$ cat config.mk
export PLATFORM = sky130hd
export DESIGN_NAME = key_click_detector
export DESIGN_NICKNAME = d
export VERILOG_FILES = /design/src/sv/kcd_pkg.sv /design/src/sv/key_click_detector.sv
export SDC_FILE = /design/constraint.sdc
export NUM_CORES = 1
export LEC_CHECK = 0
export BUFFER_PORTS_ARGS = -buffer_cell sky130_fd_sc_hd__buf_4
export CORE_AREA = 4 4 118 166
export CTS_CLUSTER_SIZE = 40
export DETAILED_ROUTE_END_ITERATION = 10
export DIE_AREA = 0 0 122 170
export HOLD_SLACK_MARGIN = 0.03
export PLACE_DENSITY = 0.71
export SKIP_CTS_REPAIR_TIMING = 1
export SYNTH_ARGS = -nofsm -noshare
export SYNTH_HDL_FRONTEND = slang
export SYNTH_SLANG_ARGS = --single-unit
$ cat constraint.sdc
create_clock -name clock -period 7.4 [get_ports clock]
set_clock_uncertainty 0.15 [all_clocks]
set_input_delay 1.48 -clock clock [delete_from_list [all_inputs] [get_ports clock]]
set_output_delay 1.48 -clock clock [all_outputs]
set_load 0.02 [all_outputs]
$ cat src/sv/kcd_pkg.sv
// ----------------------------------------------------------------------------
// kcd_pkg
// shared types and constants for the key click detector
// ----------------------------------------------------------------------------
package kcd_pkg;

   localparam int NUM_KEYS_DEF    = 16;
   localparam int COUNT_WIDTH_DEF = 8;

   localparam int KEY_W   = 4;
   localparam int EVENT_W = 2;
   localparam int THR_W   = 8;
   localparam int CSR_IDX_W  = 2;
   localparam int CSR_DATA_W = 8;

   localparam logic [THR_W-1:0] LONG_PRESS_RST  = 8'd50;
   localparam logic [THR_W-1:0] DOUBLE_WAIT_RST = 8'd25;
   localparam logic             PRESSED_LVL_RST = 1'b0;

   typedef enum logic [CSR_IDX_W-1:0] {
      CSR_LONG_PRESS  = 2'd0,
      CSR_DOUBLE_WAIT = 2'd1,
      CSR_PRESSED_LVL = 2'd2
   } csr_index_type;

   typedef enum logic [2:0] {
      PH_IDLE     = 3'd0,
      PH_DEBOUNCE = 3'd1,
      PH_PRESS    = 3'd2,
      PH_LONG     = 3'd3,
      PH_WAIT     = 3'd4,
      PH_SECOND   = 3'd5
   } phase_type;

   typedef enum logic [EVENT_W-1:0] {
      EV_NONE   = 2'd0,
      EV_SINGLE = 2'd1,
      EV_DOUBLE = 2'd2,
      EV_LONG   = 2'd3
   } event_type;

endpackage

$ cat src/sv/key_click_detector.sv
// ----------------------------------------------------------------------------
// key_click_detector
// per-key single, double and long press classifier
// ----------------------------------------------------------------------------
// usage:
//   req channel carries one scan tick for one key (key index, raw pin level).
//   rsp channel returns one transaction per request: the key index echoed
//   and an event code (none, single click, double click, long press).
//   csr port writes long press ticks, double click wait ticks and the
//   pressed pin level; write only while no transaction is in flight.
// order: a request is registered, then classified into the response
//   register; a stalled response holds it in the request register.
// throughput: one transaction per cycle unless stalled; the per-key phase
//   and tick counter update is a single read-modify-write of key state flops.
// reset: all keys return to idle with a zero counter, registers take their
//   default values and both channels are empty.
// stall: a stalled response holds; the request register still fills, and
//   req_stall rises only when both the request and response registers are
//   full and the response is stalled.
// ----------------------------------------------------------------------------
module key_click_detector #(
   parameter int NUM_KEYS    = kcd_pkg::NUM_KEYS_DEF,
   parameter int COUNT_WIDTH = kcd_pkg::COUNT_WIDTH_DEF
) (
   input  logic                          clock,
   input  logic                          reset,
   input  logic                          req_valid,
   output logic                          req_stall,
   input  logic [kcd_pkg::KEY_W-1:0]     req_key_index,
   input  logic                          req_pin_level,
   output logic                          rsp_valid,
   input  logic                          rsp_stall,
   output logic [kcd_pkg::KEY_W-1:0]     rsp_key_id,
   output logic [kcd_pkg::EVENT_W-1:0]   rsp_event_code,
   input  logic                          csr_write_en,
   input  logic [kcd_pkg::CSR_IDX_W-1:0] csr_index,
   input  logic [kcd_pkg::CSR_DATA_W-1:0] csr_data
);
   import kcd_pkg::*;

   localparam int IDX_W = (NUM_KEYS > 1) ? $clog2(NUM_KEYS) : 1;
   localparam int EXT_W = ((IDX_W > KEY_W) ? IDX_W : KEY_W) + 1;
   localparam int LIM_W = (COUNT_WIDTH > THR_W) ? COUNT_WIDTH : THR_W;
   localparam logic [LIM_W-1:0] CNT_MAX = LIM_W'({COUNT_WIDTH{1'b1}});
   localparam logic [EXT_W-1:0] KEYS_EXT = EXT_W'(NUM_KEYS);

   // configuration
   logic [THR_W-1:0] long_ff, wait_ff;
   logic             level_ff;

   // request and response registers
   logic             in_vld_ff, in_vld_in;
   logic [KEY_W-1:0] in_key_ff;
   logic             in_pin_ff;
   logic             out_vld_ff, out_vld_in;
   logic [KEY_W-1:0] out_key_ff;
   event_type        out_ev_ff;

   // per-key state
   phase_type              phase_ff [NUM_KEYS];
   logic [COUNT_WIDTH-1:0] count_ff [NUM_KEYS];

   logic                   req_take, advance, in_range, pressed;
   logic [EXT_W-1:0]       key_ext;
   logic [IDX_W-1:0]       key_idx;
   logic [LIM_W-1:0]       long_ext, wait_ext;
   logic [COUNT_WIDTH-1:0] lim_long, lim_wait, cnt_cur, cnt_in;
   phase_type              ph_cur, ph_in;
   event_type              ev_in;

   always_ff @(posedge clock) begin
      if (reset) begin
         long_ff  <= LONG_PRESS_RST;
         wait_ff  <= DOUBLE_WAIT_RST;
         level_ff <= PRESSED_LVL_RST;
      end else if (csr_write_en) begin
         case (csr_index_type'(csr_index))
            CSR_LONG_PRESS:  long_ff  <= csr_data;
            CSR_DOUBLE_WAIT: wait_ff  <= csr_data;
            CSR_PRESSED_LVL: level_ff <= csr_data[0];
            default: ;
         endcase
      end
   end

   // handshake
   assign advance   = in_vld_ff & ~(out_vld_ff & rsp_stall);
   assign req_stall = in_vld_ff & out_vld_ff & rsp_stall;
   assign req_take  = req_valid & ~req_stall;
   assign in_vld_in = req_take | (in_vld_ff & ~advance);
   assign out_vld_in = advance | (out_vld_ff & rsp_stall);

   always_ff @(posedge clock) begin
      if (reset) begin
         in_vld_ff  <= 1'b0;
         out_vld_ff <= 1'b0;
      end else begin
         in_vld_ff  <= in_vld_in;
         out_vld_ff <= out_vld_in;
      end
   end

   always_ff @(posedge clock) begin
      if (req_take) begin
         in_key_ff <= req_key_index;
         in_pin_ff <= req_pin_level;
      end
   end

   // key lookup and thresholds
   assign key_ext  = EXT_W'(in_key_ff);
   assign in_range = key_ext < KEYS_EXT;
   assign key_idx  = key_ext[IDX_W-1:0];
   assign pressed  = in_pin_ff == level_ff;
   assign ph_cur   = phase_ff[key_idx];
   assign cnt_cur  = count_ff[key_idx];
   assign long_ext = LIM_W'(long_ff);
   assign wait_ext = LIM_W'(wait_ff);
   assign lim_long = COUNT_WIDTH'((long_ext > CNT_MAX) ? CNT_MAX : long_ext);
   assign lim_wait = COUNT_WIDTH'((wait_ext > CNT_MAX) ? CNT_MAX : wait_ext);

   // next phase and counter
   always_comb begin
      ph_in  = ph_cur;
      cnt_in = cnt_cur;
      case (ph_cur)
         PH_IDLE: ph_in = pressed ? PH_DEBOUNCE : PH_IDLE;
         PH_DEBOUNCE: ph_in = pressed ? PH_PRESS : PH_IDLE;
         PH_PRESS: begin
            if (pressed && cnt_cur >= lim_long) begin
               ph_in  = PH_LONG;
               cnt_in = '0;
            end else if (pressed) begin
               cnt_in = cnt_cur + 1'b1;
            end else begin
               ph_in  = PH_WAIT;
               cnt_in = '0;
            end
         end
         PH_LONG: begin
            cnt_in = '0;
            if (!pressed) ph_in = PH_IDLE;
         end
         PH_WAIT: begin
            if (!pressed && cnt_cur >= lim_wait) begin
               ph_in  = PH_IDLE;
               cnt_in = '0;
            end else if (!pressed) begin
               cnt_in = cnt_cur + 1'b1;
            end else begin
               ph_in  = PH_SECOND;
               cnt_in = '0;
            end
         end
         PH_SECOND: begin
            if (pressed && cnt_cur >= lim_long) begin
               ph_in  = PH_LONG;
               cnt_in = '0;
            end else if (pressed) begin
               cnt_in = cnt_cur + 1'b1;
            end else begin
               ph_in  = PH_IDLE;
               cnt_in = '0;
            end
         end
         default: begin
            ph_in  = PH_IDLE;
            cnt_in = '0;
         end
      endcase
   end

   // event output
   always_comb begin
      ev_in = EV_NONE;
      if (in_range) begin
         case (ph_cur)
            PH_LONG:   if (!pressed) ev_in = EV_LONG;
            PH_WAIT:   if (!pressed && cnt_cur >= lim_wait) ev_in = EV_SINGLE;
            PH_SECOND: begin
               if (pressed && cnt_cur >= lim_long) ev_in = EV_SINGLE;
               else if (!pressed) ev_in = EV_DOUBLE;
            end
            default:   ev_in = EV_NONE;
         endcase
      end
   end

   always_ff @(posedge clock) begin
      if (reset) begin
         for (int i = 0; i < NUM_KEYS; i++) begin
            phase_ff[i] <= PH_IDLE;
            count_ff[i] <= '0;
         end
      end else if (advance && in_range) begin
         phase_ff[key_idx] <= ph_in;
         count_ff[key_idx] <= cnt_in;
      end
   end

   always_ff @(posedge clock) begin
      if (advance) begin
         out_key_ff <= in_key_ff;
         out_ev_ff  <= ev_in;
      end
   end

   assign rsp_valid      = out_vld_ff;
   assign rsp_key_id     = out_key_ff;
   assign rsp_event_code = out_ev_ff;

endmodule
==> results.cfg <==
[floorplanning]
die_h_um = 170
die_x_um = 122
start_util_pct = 53.9
rows = 59
ios = 28
coreArea_mm2 = 0.0182
fp.dieArea_mm2 = 0.0207

[timing]
grt_setup_unrepaired = false
setup_tns_ps = 0
period_share_pct = 74.8
drv_slew = 0
timing.fmax_mhz = 181
relSlewSlack_pct = 18.6
worst_pin_slew_ps = 1220
worst_slack_ps = 1870
finalSetupViolCount = 0
hold_viol_final = 0
fin_crit_ps = 5530

[power]
p_per_area_mw_per_mm2 = 252
vdd.ir_drop.worst_v = 0.000131
p_leak_uw = 0.00382

[job]
max_cap_viol_count = 0

[place]
post-place-ws_ps = 1890
dp_hpwl_um = 16400
place_area_mm2 = 0.0101
place.gp.congestion = 0.920
port_buffers = 27
place_inst = 971

[clock_tree]
clk_pin_slew_worst_paths_ps = 60
clockBufferDepth = 3
htree_levels = 1
cts_num_sinks = 210
numCtsBuffers = 20
clk_latency_ps = 490
cts-root-buf = clkbuf_16
cts_tree = done

[synth]
synth_edf_count = 187
synthCells = 747
async_flop_share_pct = 0
synth_top_area_cell = edfxtp_1
synth.ff_latch_count = 210
yosysSeqAreaShare_pct = 61.9
synth_nets = 784
avgSynthCellArea_um2 = 13.1
syn-cell-area_mm2 = 0.00982
synth_cell_types = 57
yosysWarnings = 0
synth_area_leaders = edfxtp_1, mux4_2, a21oi_1
ys.flop_type = edfxtp_1
synth_top_area_share_pct = 57.2

[layout]
final_cells = 1007
final_cell_mix = edfxtp_1, a21oi_1, nor2_1, mux4_2, nand2_1
layout_commonest_cell = edfxtp_1
layout.nets = 786
diodes = 0
fillers = 1439
finalInstanceArea_mm2 = 0.0108
drive_gt1_share_pct = 16.0
syn_to_final_growth_pct = 9.80

[outcome]
outcome = completed

[setup_path]
crit_type = flip-flop to flip-flop
worstSetupEndpointType = flip-flop
cp_max_fo = 29
arrival_ps = 5700
rrSetupSlack_ps = 1870
start_kind = flip-flop
required_ps = 7570

[worst_hold_path]
hold_path_class = flip-flop to flip-flop

[detailed_routing]
drt-total-wl_um = 24200
via_count = 6326
via_per_inst = 6.28
drt_iter0_markers = 817
dr.pass1.iters = 5
ant_nets = 0
drc = 0
wl_per_cell_um = 24.0

[grt]
gr-total-overflow = 0
grt_antenna_before_repair = 0
grt_pass1_vias = 6442
grt_max_degree = 42
grtUsageTotal_pct = 23.8
grt_pass1_wl_um = 36800
-- flip-flops by register name, summed over array words and instances (netlist names), named ones only --
register,flops
count_ff,128
phase_ff,48
long_ext,8
wait_ext,8
in_key_ff,4
rsp_key_id,4
rsp_event_code,2
in_pin_ff,1
in_vld_ff,1
level_ff,1
rsp_valid,1
-- worst max-delay path, stage by stage, from the launching register on --
cell and delay (ps):
dfxtp_2 930, buf_4 420, mux4_2 540, a22o_1 230, a221oi_2 280, inv_1 120
ha_1 310, and4_1 200, a2111oi_0 400, o21ai_0 190, a211o_1 370, a21oi_4 330
o211ai_1 530, a21oi_1 340
-- metrics by stage --
step,power [µW],hold WS (ps),util [%]
floorplan,1640,292,-
global placement,1740,313,55.6
detailed placement,1750,315,55.6
CTS,2730,335,59.1
global route,2820,357,59.1
finish,2720,337,59.1
-- routing by layer --
metal	vias to the layer above	share of wire [%]	track usage [%]	wire length (µm)
li1	2827	-	-	-
met1	3144	35	28.9	8580
met2	298	53	42.5	12800
met3	57	8.1	3.86	1950
met4	0	3.3	8.78	795
met5	-	0	0	0
-- worst paths after layout --
kind                                 start                            to  cells past startpoint
setup reg to reg                 flip-flop  count_ff[7][6]$_SDFFCE_PN0P_                     13
hold reg to reg   wait_ext[0]$_SDFFE_PP1P_      wait_ext[0]$_SDFFE_PP1P_                      1
hold / removal    wait_ext[0]$_SDFFE_PP1P_      wait_ext[0]$_SDFFE_PP1P_                      1
setup / recovery                 flip-flop  count_ff[7][6]$_SDFFCE_PN0P_                     13
-- cells by family (layout without fill, tap and decap cells) --
| logic type | after synthesis | after routing | synth area share (%) |
|---|---|---|---|
| AND/OR/NAND/NOR | 187 | 187 | 8.74 |
| flip-flops | 210 | 210 | 61.9 |
| AO/OA/AOI/OAI | 186 | 186 | 11.4 |
| adder cells (fa/ha/maj) | 17 | 17 | 2.17 |
| multiplexers | 63 | 63 | 11.9 |
| buffers and inverters | 79 | 95 | 3.44 |
| XOR/XNOR | 5 | 5 | 0.446 |
-- layout make-up --
cell class / count / area [µm²] / area share [%]
Multi-Input combinational cell: 458 / 3410 / 31.6
Clock buffer: 27 / 568 / 5.27
Inverter: 24 / 90.1 / 0.836
Sequential cell: 210 / 6080 / 56.4
Tap cell: 244 / 305 / 2.83
Timing Repair Buffer: 35 / 263 / 2.44
Clock inverter: 9 / 71.3 / 0.661
-- cell usage after synthesis, drive strengths merged (4+ instances only) --
cell and n:
edfxtp 187, and4 5, o21ai 13, nand2b 24
a21o 4, clkbuf 33, a21oi 125, a22oi 6
mux2i 17, nand3 9, a211o 5, o211ai 5
nor2b 5, xnor2 4, nor2 93, ha 17
nand2 39, o22ai 4, buf 22, inv 23
mux4 43, dfxtp 23
-- power by group --
| part | internal (µW) | leakage, µW | total, µW | switching (µW) |
|---|---|---|---|---|
| registers | 1330 | 0.00211 | 1360 | 24.2 |
| logic | 127 | 0.00140 | 366 | 239 |
| clock network | 574 | 0.000310 | 995 | 421 |
Note: power is estimated with default switching activity, not from simulation.
